### config.mk
export PLATFORM = sky130hd
export DESIGN_NAME = bbd_fifo
export DESIGN_NICKNAME = d
export VERILOG_FILES = /design/src/rtl/core/bbd_pkg.sv /design/src/rtl/core/bbd_fifo.sv
export SDC_FILE = /design/constraint.sdc
export NUM_CORES = 1
export LEC_CHECK = 0
export ABC_AREA = 1
export BUFFER_PORTS_ARGS = -buffer_cell sky130_fd_sc_hd__clkbuf_2
export CORE_MARGIN = 8
export CORE_UTILIZATION = 47
export DETAILED_ROUTE_END_ITERATION = 16
export GPL_TIMING_DRIVEN = 0
export HOLD_SLACK_MARGIN = 0.08
export PLACE_DENSITY = 0.85
export SETUP_SLACK_MARGIN = 0.2
export SLEW_MARGIN = 20
export SYNTH_ARGS = -nofsm -noshare
export SYNTH_HDL_FRONTEND = slang
export SYNTH_SLANG_ARGS = --single-unit
### constraint.sdc
create_clock -name clk_i -period 5.2 [get_ports clk_i]
set_clock_uncertainty 0.05 [all_clocks]
set_input_delay 0.52 -clock clk_i [delete_from_list [all_inputs] [get_ports clk_i]]
set_output_delay 0.52 -clock clk_i [all_outputs]
set_load 0.02 [all_outputs]
### src/rtl/core/bbd_pkg.sv
// Package with shared types, constants and helpers for the Bayer demosaic block.
`timescale 1ns / 1ps
package bbd_pkg;

  localparam int unsigned DefMaxWidth  = 2048;
  localparam int unsigned DefMaxHeight = 2048;
  localparam int unsigned CfgW         = 12;
  localparam int unsigned PixW         = 8;
  localparam int unsigned PosW         = 11;
  localparam int unsigned RegIdxW      = 1;

  // Configuration register indexes.
  localparam logic [RegIdxW-1:0] RegFrameWidth  = 1'b0;
  localparam logic [RegIdxW-1:0] RegFrameHeight = 1'b1;

  // Site classes for the pixels that one item releases.
  typedef enum logic [2:0] {
    KindBIn,      // B site, interior
    KindBBrd,     // B site, border
    KindGbIn,     // G on a B row, interior
    KindGbBrd,    // G on a B row, border
    KindGrBrd,    // G on an R row, border
    KindRBrd,     // R site, border
    KindRIn,      // R site, interior
    KindGrIn      // G on an R row, interior
  } site_kind_e;

  // One item after classification: window snapshot plus up to four pixels to build.
  typedef struct packed {
    logic [8:0][PixW-1:0] win;   // index a*3+b for w[a][b]
    logic [PixW-1:0]      nm;
    logic [PosW-1:0]      row;
    logic [PosW-1:0]      col;
    logic [3:0]           emit;  // slots: (r-1,c-1) (r-1,c) (r,c-1) (r,c)
    logic                 odd;   // odd-row/odd-col item, else even/even
    logic                 b_in;
    logic                 gb_in;
  } work_t;

  // Effective dimension: even, clamped to [2, max].
  function automatic logic [13:0] eff_dim(input logic [CfgW-1:0] reg_v,
                                          input logic [13:0] maxv);
    logic [13:0] v;
    logic [13:0] m;
    begin
      v = {2'b00, reg_v[CfgW-1:1], 1'b0};
      m = {maxv[13:1], 1'b0};
      if (m < 14'd2) m = 14'd2;
      if (v < 14'd2) v = 14'd2;
      if (v > m) v = m;
      eff_dim = v;
    end
  endfunction

endpackage

### src/rtl/core/bbd_fifo.sv
// Short queue of classified items between the front and back ends.
`timescale 1ns / 1ps
module bbd_fifo
  import bbd_pkg::*;
(
  input  logic  clk_i,
  input  logic  rst_ni,
  input  logic  in_valid_i,
  output logic  in_ready_o,
  input  work_t in_data_i,
  output logic  out_valid_o,
  input  logic  out_ready_i,
  output work_t out_data_o
);

  work_t      slot_q [2];
  logic       wp_q, rp_q;
  logic [1:0] cnt_q;
  logic       push, pop;

  assign in_ready_o  = cnt_q != 2'd2;
  assign out_valid_o = cnt_q != 2'd0;
  assign push        = in_valid_i && in_ready_o;
  assign pop         = out_valid_o && out_ready_i;
  assign out_data_o  = slot_q[rp_q];

  // Pointers and fill count.
  always_ff @(posedge clk_i or negedge rst_ni) begin
    if (!rst_ni) begin
      wp_q  <= 1'b0;
      rp_q  <= 1'b0;
      cnt_q <= 2'd0;
    end else begin
      if (push) wp_q <= ~wp_q;
      if (pop)  rp_q <= ~rp_q;
      cnt_q <= cnt_q + {1'b0, push} - {1'b0, pop};
    end
  end

  // Storage.
  always_ff @(posedge clk_i) begin
    if (push) slot_q[wp_q] <= in_data_i;
  end

endmodule

# Word level (Yosys, flattened, before mapping)
# Memories as Yosys holds them, arrays and structs flattened.
# Cells that the tools add are included.
# word_totals
output_inout_bits	111
mem_count	1
register_bits	4
ramBits	218
wordCells	14
# memory_table
memory	depth	width	read_ports	rd_ports_with_merged_regs	wr	line_no	rtl
slot_q	2	109	1	0	1	bbd_fifo.sv:16	work_t slot_q [2];
# classes
n_bitwise	2
reduce_logical	3
muxes	2
add_sub_neg	2
eq_ne	1
# op_table
operator	n
$add A2 B1 Y2	1
$logic_and A1 B1 Y1	2
$mux W1	2
$ne A2 B2 Y1 const B	1
$not A1 Y1	2
$reduce_bool A2 Y1	1
$sub A2 B1 Y2	1

# Depth between registers and ports, before layout
# depth
word_depth	4
ltp_mapped	10

# Least setup slack after synthesis
# OpenSTA, ideal clock, no wires.
# synth_timing
kind	register to register
start	reg cnt_q[1]
end	mem slot_q[1][0] (netlist name), enable pin
path_stages_with_launch	4
setup_ns	0.578
arrival_ns	5.248
t_required_ns	4.572
slack_ns	-0.676
n_path_buf	0
path_cell_list	dfrtp_1 -> nand2_1 -> nand2_1 -> nor2_1
# synth_between
elab_chain_len	4
# synth_lines
element	line_no	rtl
start: declaration	bbd_fifo.sv:18	logic [1:0] cnt_q;
start signal: assignment	bbd_fifo.sv:36	cnt_q <= cnt_q + {1'b0, push} - {1'b0, pop};
$ne A2 B2 Y1	bbd_fifo.sv:21	assign in_ready_o = cnt_q != 2'd2;
via in_ready_o	bbd_fifo.sv:9	output logic in_ready_o,
$logic_and A1 B1 Y1	bbd_fifo.sv:23	assign push = in_valid_i && in_ready_o;
$mux W1	bbd_fifo.sv:42	if (push) slot_q[wp_q] <= in_data_i;
$mux W1 (implied by the code)	bbd_fifo.sv:42	
end: declaration	bbd_fifo.sv:16	
# The timed path passes the listed nets, and every way through them passes these cells.

==> reports/metrics.csv <==
metric;value;unit
drt_first_iter_violations;288;
final_util;61.0;%
hpwl;13300;µm
io_pins;224;
synthArstFlopShare;1.80;%
first_pass_iters;5;
p_per_area;617;nW/µm²
placed_cells;1055;
grt_max_degree;77;
synthCells;601;
setup_ws;2.91;ns
yosysTopAreaCell;edfxtp_1;
finalWirelength;18700;µm
grt_pass1_wl;28500;µm
critical_path_arrival;1.72;ns
via_count;5301;
synth_area_leaders;edfxtp_1 (80%), nand2_1 (16%), buf_6 (1.4%);
antenna_cells;0;
wl_per_cell;17.0;µm
synth-warning-count;0;
cts_root_buffer;clkbuf_16;
ir_drop;536;µV
crit_required;4.63;ns
postCtsResizedCells;0;
core.rowCount;48;
synth_flop_cell;edfxtp_1;
clock_path_buffers;3;
hp-class;in -> reg;
hold_path_startpoint;in_data_i[35];
clock.fmax;437;MHz
gp_congestion;0.735;
synth_top_family_by_area;simple AND/OR/NAND/NOR gates;
path_clk_slew;0.06;ns
startpoint_type;flip-flop;
start_util;47.8;%
synth-simple-area-share;15.8;%
htree_levels;1;
grt_use_total;16.5;%
layout.nets;970;
yosysSeqAreaShare;80.9;%
fill_cells;1326;
vias_per_cell;4.84;
synth_adder_area_share;0.305;%
cts_buffers;22;
drc_errors;0;
maxCapViolCount;0;
synth-xor-area-share;0;%
synth_common_cells;nand2_1 (340), edfxtp_1 (218), buf_4 (12), buf_6 (10), inv_1 (8);
path_class;reg -> out;
dpl_worst_slack;3.16;ns
crit_path_start;rp_q;
r2r-start;cnt_q[1];
syn2layout_area_growth;27.5;%
synth-seq-cells;222;
worst_pin_slew;0.555;ns
hold_viol_final;0;
die-area;22000;µm²
finalSetupViolations;0;
synth-edff-count;218;
relSlewSlack;62.9;%
clk_latency;0.48;ns
overflow;0;
grt_pass1_vias;5457;
synthMuxAreaShare;0;%
tritoncts;done;
fp.dieW;148;µm
syn_area_per_cell;13.7;µm²
status;complete, no violations;
period_share;44.0;%
port_buffers;223;
rsz0062_at_grt;false;
period_minus_slack;2.29;ns
worstPathMaxFanout;10;
drv_slew;0;
drtAntennaViolNets;0;
end_kind;output pin;
syn_area;8210;µm²
yosysTopAreaCellShare;79.7;%
ys_types;11;
synth_compound_area_share;0;%
drive_above_1_share;33.1;%
postSynthNetCount;716;
core_region_area;17200;µm²
numClockSinks;222;
stdcell_count;1095;
die_y;148;µm
p_leak;4.61;nW
antenna_found_initial;1;
yosysMostFrequentCell;nand2_1;
reg2reg_slack;3.27;ns
[layout make-up]
type | instances | area, µm² | area share, %
Clock buffer | 24 | 579 | 5.53
Clock inverter | 15 | 120 | 1.15
Tap cell | 225 | 282 | 2.69
Multi-Input combinational cell | 346 | 1330 | 12.7
Inverter | 9 | 38.8 | 0.370
Buffer | 24 | 213 | 2.03
Timing Repair Buffer | 230 | 1260 | 12.1
Sequential cell | 222 | 6650 | 63.5
[critical path, cell delays in order, from the launching register on]
cell,delay [ns]
dfrtp_1,0.40
inv_2,0.06
buf_4,0.26
buf_6,0.19
nand2_1,0.07
nand2_1,0.07
clkbuf_2,0.19
[cell families (layout without fill, tap and decap cells)]
kind of cell	after synthesis	count (layout)
simple gates	344	344
fa+ha+maj	2	2
flops	222	222
buf+inv	33	302
[worst paths after layout]
check	end	cells after the start
hold reg to reg	wp_q	2
min in group asynchronous	rp_q	2
setup / recovery	out_data_o[21]	6
setup reg to reg	slot_q[1][63]	5
max in group asynchronous	wp_q	2
hold / removal	slot_q[0][35]	1
[state kept, by name, indices dropped and copies added (netlist names)]
name    count
rp_q        1
wp_q        1
slot_q    218
cnt_q       2
[layout by cell type, fill, tap and decap left out, types with 4 or more instances in the layout]
| cell type | instances |
|---|---|
| buf_4 | 12 |
| inv_1 | 7 |
| nand2_1 | 340 |
| buf_6 | 10 |
| clkbuf_2 | 223 |
| clkinv_1 | 6 |
| clkinv_2 | 6 |
| clkbuf_16 | 23 |
| dfrtp_1 | 4 |
| edfxtp_1 | 218 |
[power breakdown]
group / leakage [nW] / switching, mW / internal (mW)
clock network: 0.346 / 0.611 / 0.898
registers: 2.08 / 0.0926 / 2.44
logic: 2.19 / 1.69 / 0.730
total: 4.61 / 2.40 / 4.06
[what timing repair did]
item / CTS / global route
hold buffers: 1 / 0
buffers inserted: 0 / 0
endpoints found under the hold margin: 4 / 0
[stage by stage]
step | power [mW] | area (µm²) | hold slack, ns | setup TNS [ns]
after CTS | 6.54 | 10500 | 0.142 | 0
after detailed placement | 5.01 | 9760 | 0.287 | 0
final | 6.46 | 10500 | 0.169 | 0
after global placement | 4.93 | 9610 | 0.286 | -29.91
after global routing | 6.83 | 10500 | 0.139 | 0
after floorplan | 4.09 | 8220 | 0.174 | 0
[metal layers]
layer | vias up | part of all wire [%] | GRT usage (%)
li1 | 2538 | - | -
met1 | 2493 | 35 | 18.4
met2 | 230 | 51 | 29.0
met3 | 38 | 11 | 5.86
met4 | 2 | 2.2 | 4.74
met5 | - | 0.070 | 0
Power figures use the tool's default switching activity.
