<file path="src/rtl/core/bbd_pkg.sv">
// Package with shared types, constants and helpers for the Bayer demosaic block.
`timescale 1ns / 1ps
package bbd_pkg;

  localparam int unsigned DefMaxWidth  = 2048;
  localparam int unsigned DefMaxHeight = 2048;
  localparam int unsigned CfgW         = 12;
  localparam int unsigned PixW         = 8;
  localparam int unsigned PosW         = 11;
  localparam int unsigned RegIdxW      = 1;

  // Configuration register indexes.
  localparam logic [RegIdxW-1:0] RegFrameWidth  = 1'b0;
  localparam logic [RegIdxW-1:0] RegFrameHeight = 1'b1;

  // Site classes for the pixels that one item releases.
  typedef enum logic [2:0] {
    KindBIn,      // B site, interior
    KindBBrd,     // B site, border
    KindGbIn,     // G on a B row, interior
    KindGbBrd,    // G on a B row, border
    KindGrBrd,    // G on an R row, border
    KindRBrd,     // R site, border
    KindRIn,      // R site, interior
    KindGrIn      // G on an R row, interior
  } site_kind_e;

  // One item after classification: window snapshot plus up to four pixels to build.
  typedef struct packed {
    logic [8:0][PixW-1:0] win;   // index a*3+b for w[a][b]
    logic [PixW-1:0]      nm;
    logic [PosW-1:0]      row;
    logic [PosW-1:0]      col;
    logic [3:0]           emit;  // slots: (r-1,c-1) (r-1,c) (r,c-1) (r,c)
    logic                 odd;   // odd-row/odd-col item, else even/even
    logic                 b_in;
    logic                 gb_in;
  } work_t;

  // Effective dimension: even, clamped to [2, max].
  function automatic logic [13:0] eff_dim(input logic [CfgW-1:0] reg_v,
                                          input logic [13:0] maxv);
    logic [13:0] v;
    logic [13:0] m;
    begin
      v = {2'b00, reg_v[CfgW-1:1], 1'b0};
      m = {maxv[13:1], 1'b0};
      if (m < 14'd2) m = 14'd2;
      if (v < 14'd2) v = 14'd2;
      if (v > m) v = m;
      eff_dim = v;
    end
  endfunction

endpackage

</file>
<file path="src/rtl/core/bbd_back.sv">
// Back end: builds one RGB pixel per cycle from a queued item while the output is not held.
`timescale 1ns / 1ps
module bbd_back
  import bbd_pkg::*;
(
  input  logic         clk_i,
  input  logic         rst_ni,
  input  logic         wk_valid_i,
  output logic         wk_ready_o,
  input  work_t        wk_i,
  output logic         out_valid_o,
  input  logic         out_ready_i,
  output logic [47:0]  out_data_o,
  output logic         out_last_o
);

  logic [3:0]      done_q, done_d, pend;
  logic [1:0]      slot;
  logic            more;
  logic            ld;
  site_kind_e      kind;
  logic [PixW-1:0] red, grn, blu;
  logic [PosW-1:0] prow, pcol;
  logic            ov_q;
  logic [47:0]     od_q;
  logic            ol_q;

  function automatic logic [PixW-1:0] avg2(input logic [PixW-1:0] x, input logic [PixW-1:0] y);
    logic [PixW:0] s;
    begin
      s = {1'b0, x} + {1'b0, y};
      avg2 = s[PixW:1];
    end
  endfunction
  function automatic logic [PixW-1:0] avg4(input logic [PixW-1:0] x, input logic [PixW-1:0] y,
                                           input logic [PixW-1:0] z, input logic [PixW-1:0] v);
    logic [PixW+1:0] s;
    begin
      s = {2'b0, x} + {2'b0, y} + {2'b0, z} + {2'b0, v};
      avg4 = s[PixW+1:2];
    end
  endfunction

  // Lowest pending slot.
  always_comb begin
    pend = wk_i.emit & ~done_q;
    slot = 2'd0;
    if (pend[0]) slot = 2'd0;
    else if (pend[1]) slot = 2'd1;
    else if (pend[2]) slot = 2'd2;
    else slot = 2'd3;
    done_d = done_q;
    done_d[slot] = 1'b1;
    more = (wk_i.emit & ~done_d) != '0;
  end

  assign ld         = wk_valid_i && (!ov_q || out_ready_i);
  assign wk_ready_o = ld && !more;

  // Site class of the chosen slot.
  always_comb begin
    if (!wk_i.odd) kind = slot[0] ? KindGrIn : KindRIn;
    else begin
      case (slot)
        2'd0:    kind = wk_i.b_in ? KindBIn : KindBBrd;
        2'd1:    kind = wk_i.gb_in ? KindGbIn : KindGbBrd;
        2'd2:    kind = KindGrBrd;
        default: kind = KindRBrd;
      endcase
    end
    prow = slot[1] ? wk_i.row : wk_i.row - 1'b1;
    pcol = slot[0] ? wk_i.col : wk_i.col - 1'b1;
  end

  // Color of the chosen site from the window.
  always_comb begin
    red = wk_i.win[8];
    grn = wk_i.win[5];
    blu = wk_i.win[4];
    case (kind)
      KindBIn: begin
        red = avg4(wk_i.win[0], wk_i.win[2], wk_i.win[6], wk_i.win[8]);
        grn = avg4(wk_i.win[3], wk_i.win[5], wk_i.win[7], wk_i.win[1]);
      end
      KindBBrd:  grn = avg2(wk_i.win[5], wk_i.win[7]);
      KindGbIn: begin
        red = avg2(wk_i.win[8], wk_i.win[2]);
        blu = avg2(wk_i.win[4], wk_i.nm);
      end
      KindGbBrd: ;
      KindGrBrd: grn = wk_i.win[7];
      KindRBrd:  grn = avg2(wk_i.win[7], wk_i.win[5]);
      KindRIn: begin
        red = wk_i.win[4];
        grn = avg4(wk_i.win[3], wk_i.win[5], wk_i.win[1], wk_i.win[7]);
        blu = avg4(wk_i.win[0], wk_i.win[2], wk_i.win[6], wk_i.win[8]);
      end
      KindGrIn: begin
        red = avg2(wk_i.win[4], wk_i.nm);
        blu = avg2(wk_i.win[8], wk_i.win[2]);
      end
      default: ;
    endcase
  end

  // Progress through the slots of the current item.
  always_ff @(posedge clk_i or negedge rst_ni) begin
    if (!rst_ni) done_q <= '0;
    else if (ld) done_q <= more ? done_d : '0;
  end

  // Output register.
  always_ff @(posedge clk_i or negedge rst_ni) begin
    if (!rst_ni) ov_q <= 1'b0;
    else if (ld) ov_q <= 1'b1;
    else if (out_ready_i) ov_q <= 1'b0;
  end
  always_ff @(posedge clk_i) begin
    if (ld) begin
      od_q <= {blu, grn, red, 2'b00, pcol, prow};
      ol_q <= !more;
    end
  end

  assign out_valid_o = ov_q;
  assign out_data_o  = od_q;
  assign out_last_o  = ol_q;

endmodule

</file>
<file path="config.mk">
export PLATFORM = sky130hd
export DESIGN_NAME = bbd_back
export DESIGN_NICKNAME = d
export VERILOG_FILES = /design/src/rtl/core/bbd_pkg.sv /design/src/rtl/core/bbd_back.sv
export SDC_FILE = /design/constraint.sdc
export NUM_CORES = 1
export LEC_CHECK = 0
export ABC_AREA = 1
export BUFFER_PORTS_ARGS = -buffer_cell sky130_fd_sc_hd__clkbuf_2
export CAP_MARGIN = 5
export CORE_MARGIN = 5
export CORE_UTILIZATION = 58
export DETAILED_ROUTE_END_ITERATION = 12
export GPL_ROUTABILITY_DRIVEN = 0
export GPL_TIMING_DRIVEN = 1
export PLACE_DENSITY = 0.84
export SKIP_LAST_GASP = 1
export SLEW_MARGIN = 40
export SYNTH_ARGS = -nofsm -noshare
export SYNTH_HDL_FRONTEND = slang
export SYNTH_SLANG_ARGS = --single-unit
</file>
<file path="constraint.sdc">
create_clock -name clk_i -period 3.08 [get_ports clk_i]
set_clock_uncertainty 0.2 [all_clocks]
set_input_delay 0.616 -clock clk_i [delete_from_list [all_inputs] [get_ports clk_i]]
set_output_delay 0.616 -clock clk_i [all_outputs]
set_load 0.05 [all_outputs]
</file>
Word level (Yosys, flattened, before mapping)
Cells that the tools add are included.
Storage, ports and cells
  flip-flop bits (word level): 52
  input bits: 113
  output and inout port bits: 51
  word-level logic and storage cells: 61
Operators by class
  add/subtract/negate cells: 13
  magnitude comparators: 2
  eq/ne operators: 8
  muxes and demuxes: 18
  bitwise logic cells: 5
  reductions and logical operators: 11
Operators by type and width (count)
  $pmux W8 S4: 2
  $add A8 B8 Y9: 5
  $add A10 B8 Y10: 4
  $pmux W8 S3: 1
  $mux W11: 2
  $sub A11 B1 Y11 const B: 2
  $add A9 B8 Y10: 2
  $eq A3 B3 Y1 const B: 4
  $pmux W3 S3: 1
  $mux W1: 7
  $and A4 B4 Y4: 1
  $mux W2: 2
  $mux W4: 1
  $not A4 Y4: 1
  $or A4 B4 Y4: 1
  $reduce_bool A4 Y1: 1
  $and A3 B3 Y3: 1
  $eq A3 B1 Y1 const B: 1
  $eq A3 B2 Y1 const B: 1
  $logic_and A1 B1 Y1: 3
  $logic_not A3 Y1: 1
  $lt A2 B3 Y1 const B: 1
  $mux W3: 1
  $not A3 Y3: 1
  9 further kinds: 10

Longest topological paths before layout
  word-level depth: 15
  depth in mapped cells: 20
  depth with buffers taken out: 20

Worst setup path before layout
Ideal clock, no wire load.
  path kind: input to register
  from: in wk_i[61] (netlist bit)
  to: reg od_q[37] (netlist: out_data_o[37]) (data pin)
  arrival time: 3213 ps
  slack: -593 ps
  cell stages on the path: 19
  path through: ha_1 inv_1 fa_1 o21ai_0 a21oi_1 nor2_1 nor2_1 xnor2_1 fa_1 ha_1 nand2_1 inv_1 nand3_1 nand3_1 nand2_1 nand2_1 nor2_1 nor2_1 nand3_1
Between the ends
  cells in the longest elaborated chain, start to end: 4
  elaborated cells between the ends (all ways): 6
RTL lines
  start: declaration: RTL line bbd_back.sv:10  | input work_t wk_i,
  $add A8 B8 Y9 (*): RTL line bbd_back.sv:39  | s = {2'b0, x} + {2'b0, y} + {2'b0, z} + {2'b0, v};
  $add A10 B8 Y10 or $add A9 B8 Y10 (tied branches): RTL line bbd_back.sv:39
  $add A10 B8 Y10: RTL line bbd_back.sv:39
  $pmux W8 S4 (*): RTL line bbd_back.sv:80  | case (kind)
  via grn[5]: RTL line bbd_back.sv:22  | logic [PixW-1:0] red, grn, blu;
  end signal: assignment: RTL line bbd_back.sv:120  | od_q <= {blu, grn, red, 2'b00, pcol, prow};
  end: declaration: RTL line bbd_back.sv:25  | logic [47:0] od_q;
The timed path passes the listed nets; every way through them passes the cells marked *.
A chain may end at the register's enable or synchronous reset.

Worst setup path after layout
  from: in wk_i[77] (netlist bit)
  to: reg od_q[33] (netlist: out_data_o[33]) (data pin)
Between the ends
  cells in the longest elaborated chain, start to end: 4
  elaborated cells between the ends (all ways): 7
RTL lines (RTL line)
  $add A8 B8 Y9: bbd_back.sv:39
  $add A10 B8 Y10 or $add A9 B8 Y10 (tied branches): bbd_back.sv:39
  $add A10 B8 Y10: bbd_back.sv:39
  $pmux W8 S4 (*): bbd_back.sv:80
  via grn[1]: bbd_back.sv:22
Marks and branches as above.

==> impl_results.md <==
- Crit path launch type: input port
- PwrDens: 528 mW/mm2
- Crit path buf inv count: 8
- Clock transition at path regs: approximately 0.10 ns
- FF-to-FF Start: done_q[1]$_DFFE_PN0P_
- Crit-path max cell delay: 0.51 ns
- CP Cell Sequence: buf_8 > ha_4 > inv_2 > fa_2 > buf_4 > buf_4 > buf_6 > buf_6 > xnor2_4 > fa_2 > fa_2 > buf_4 > buf_6 > xor2_1 > nand2_1 > nand4_1
- Fillers: approximately 750
- Antenna viol nets, final: 0
- Die W: 110 um
- Final nets: 1181
- CTS tree: done
- Root Driver: clkbuf_8
- Final period util: 112%
- Tmin final: 3.45 ns
- Layout cell share with drive strength beyond 1: between 30% and 40%
- Core box area: 0.00982 mm2
- Reg2reg end: out_data_o[32]$_DFFE_PP_
- Overflow after GRT: 0
- Die ar.: 0.0122 mm2
- CP startpoint: wk_i[77]
- Detailed Route Iter0 Violations: 350
- Pre-CTS setup slack: -0.649 ns
- Synthesized cell area: 0.00585 mm2
- Max-slew violations: 0
- Max_cap viols: 0
- CP arrival: 3.32 ns
- Synthesized instance count: 778
- Final setup vio count: 8
- RSZ-0062 raised after global routing: yes
- Flop2flop setup slack: 1.00 ns
- Clock sink total: 52
- Hold Crit Class: reg -> reg
- Row count: 36
- Status: finished, violations left
- Initial Utilization: 59.6%
- CP endpoint kind: register
- Post-synth ARST share: around 9.6%
- Clk Latency, worst-skew pair: 0.32 ns
- Required @ worst endpoint: 2.95 ns
- Vias in the first global route: 5765
- First-pass DRT Iterations: 6
- I/O Buffers: 161
- GR Util All Layers: roughly 25%
- Placed Cells: 1111
- HPWL after DPL: around 13000 um
- Area added between synthesis and finish: 30.1%
- Total stage count of the critical path: 16
- Endpoints failing hold: 0
- Crit path to: out_data_o[33]$_DFFE_PP_
- H-tree Lvls: 2
- Design area: between 0.007 and 0.008 mm2
- Crit-path max FO: 3
- First-pass GRT wire length: 26100 um
- FF+latch count, synth: 52
- Worst vdd ir: between 300 and 400 uV
- Die height: 110 um
- Failing checks: negative setup slack
- P_leak: 0.00405 uW
- Antenna diodes: 0
- Setup TNS: -2.34 ns
- Clock tree buffer depth: 2
- Seq/Total Area, Yosys: 26.3%
- Total number of vias: slightly below 6000
- Post-DP Area: ~0.0072 mm2
- Total CTS buffers: 5
- Drt wl/cell: 13.9 um
- Largest delay share family, worst path: adder cells
- Number of flops mapped to enable cells by yosys: 47
- Largest net degree at the start of global routing: 34
- Ys flop type: edfxtp_1
- DRC Markers: 0
- Non-Filler Instances: 1128
- Via density: 5.18
- Final WL: 15700 um
- F_max: 290 MHz
- Max stage delay cell, worst path: fa_2
- Worst setup margin: -0.369 ns
- Synth warn: 0
- Netlist cell types: about 40
- I/O Pins: about 160
- Initial antenna violation count: 0
- Worst reg-to-reg path cell count: 9
- Critical setup path kind: in -> reg
- Synthesized area per cell: 7.52 um2
- Hold_ws: 0.314 ns
-- flip-flops by register name (all words and copies together), names as in the netlist --
name         cells
done_q           4
out_data_o      46
out_last_o       1
out_valid_o      1
-- worst min-delay path by stage --
stage                       startpoint                 endpoint  slack [ns]  cells after the start
4_1_cts        out_valid_o$_DFFE_PN0P_  out_valid_o$_DFFE_PN0P_        0.32                      2
6_report       out_valid_o$_DFFE_PN0P_  out_valid_o$_DFFE_PN0P_        0.31                      2
3_3_place_gp                    rst_ni  out_valid_o$_DFFE_PN0P_        0.24                      1
2_1_floorplan                   rst_ni    done_q[0]$_DFFE_PN0P_        0.12                      0
3_5_place_dp                    rst_ni  out_valid_o$_DFFE_PN0P_        0.25                      1
5_1_grt        out_valid_o$_DFFE_PN0P_  out_valid_o$_DFFE_PN0P_        0.35                      2
-- synth_stat cells, types with 2 or more instances --
| cell | instances | area (um2) |
|---|---|---|
| buf_4 | 4 | 30.0 |
| nand4_1 | 24 | 150 |
| inv_2 | 7 | 26.3 |
| nand2_4 | 3 | 33.8 |
| nand2_2 | 10 | 62.6 |
| fa_1 | 28 | 561 |
| nor2_2 | 2 | 12.5 |
| a21oi_1 | 30 | 150 |
| or2_2 | 2 | 12.5 |
| xnor2_1 | 17 | 149 |
| nor2_4 | 7 | 78.8 |
| a21o_1 | 2 | 15.0 |
| dfrtp_1 | 5 | 125 |
| edfxtp_1 | 47 | 1410 |
| nand3_2 | 3 | 30.0 |
| nor2_1 | 45 | 169 |
| ha_1 | 46 | 576 |
| nor3_1 | 4 | 20.0 |
| nand3_1 | 57 | 285 |
| nand3b_1 | 8 | 60.1 |
| nand2_1 | 211 | 792 |
| o21a_1 | 5 | 37.5 |
| inv_1 | 152 | 571 |
| o21ai_0 | 22 | 110 |
| xor2_1 | 21 | 184 |
-- metrics by stage --
| step | util [%] | power, uW |
|---|---|---|
| after floorplan | - | 2720 |
| after global placement | 73.7 | 3300 |
| after detailed placement | 73.7 | 3360 |
| after CTS | 76.1 | 3900 |
| after global routing | 77.5 | 4320 |
| final | 77.5 | 4010 |
-- routing by layer --
metal  vias to the layer above  GRT usage [%]  routed length (um)
li1                       2924              -                   -
met1                      2630           32.6                6690
met2                       259           43.0                7520
met3                        27           5.58                1260
met4                         0           5.91                 221
met5                         -              0                   0
-- layout by cell type, fill, tap and decap left out, drive strengths merged --
master	instances
o21bai	2
nand2	225
o211ai	1
nor3	5
a21oi	30
nor4	1
a21o	2
dfrtp	5
or2	3
nand3	61
inv	159
nor2	55
ha	46
clkinv	2
dlygate4sd3	1
fa	28
o2111ai	1
conb	2
buf	56
xor2	21
o21ai	22
clkbuf	161
a22oi	1
edfxtp	47
xnor2	17
a21boi	1
nand3b	8
o21a	5
bufinv	1
nand4	26
-- power by group --
group | total, uW | switching, uW | internal [uW]
registers | 990 | 46.3 | 944
clock network | 489 | 247 | 241
logic | 2540 | 1590 | 950
total | 4010 | 1880 | 2130
-- cells by family (layout without fill, tap and decap cells) --
logic type	after synthesis	count (layout)	share of synthesized area, %
buffers and inverters	164	380	10.9
AND/OR/NAND/NOR	384	384	31.2
adder cells (fa/ha/maj)	74	74	19.4
other	1	2	0.0641
AO/OA/AOI/OAI	65	65	6.42
XOR/XNOR	38	38	5.69
flip-flops	52	52	26.3
-- worst register-to-register path: stages, from the launching register on --
cell and delay (ns):
dfrtp_1 0.39, inv_1 0.08, nand2_2 0.12, nand2_2 0.12, nand2_4 0.10, nor2_4 0.31, inv_1 0.23, nand2_2 0.22
nand2_1 0.08, nand4_1 0.10
-- timing repair --
action / 4_1_cts / 5_1_grt
hold buffers: 1 / 0
hold endpoints to repair: 5 / 0
pin swaps: 23 / 28
endpoints found under the setup margin: 7 / 21
setup buffers: 3 / 5
gates resized for setup: 20 / 25
-- layout make-up --
cell class | count | area (um2) | area share [%]
Multi-Input combinational cell | 563 | 3930 | 51.7
Sequential cell | 52 | 1540 | 20.2
Timing Repair Buffer | 213 | 1260 | 16.5
Inverter | 159 | 604 | 7.94
Tap cell | 133 | 166 | 2.19
Clock buffer | 5 | 68.8 | 0.904
Clock inverter | 3 | 42.5 | 0.559
Power figures use the tool's default switching activity.
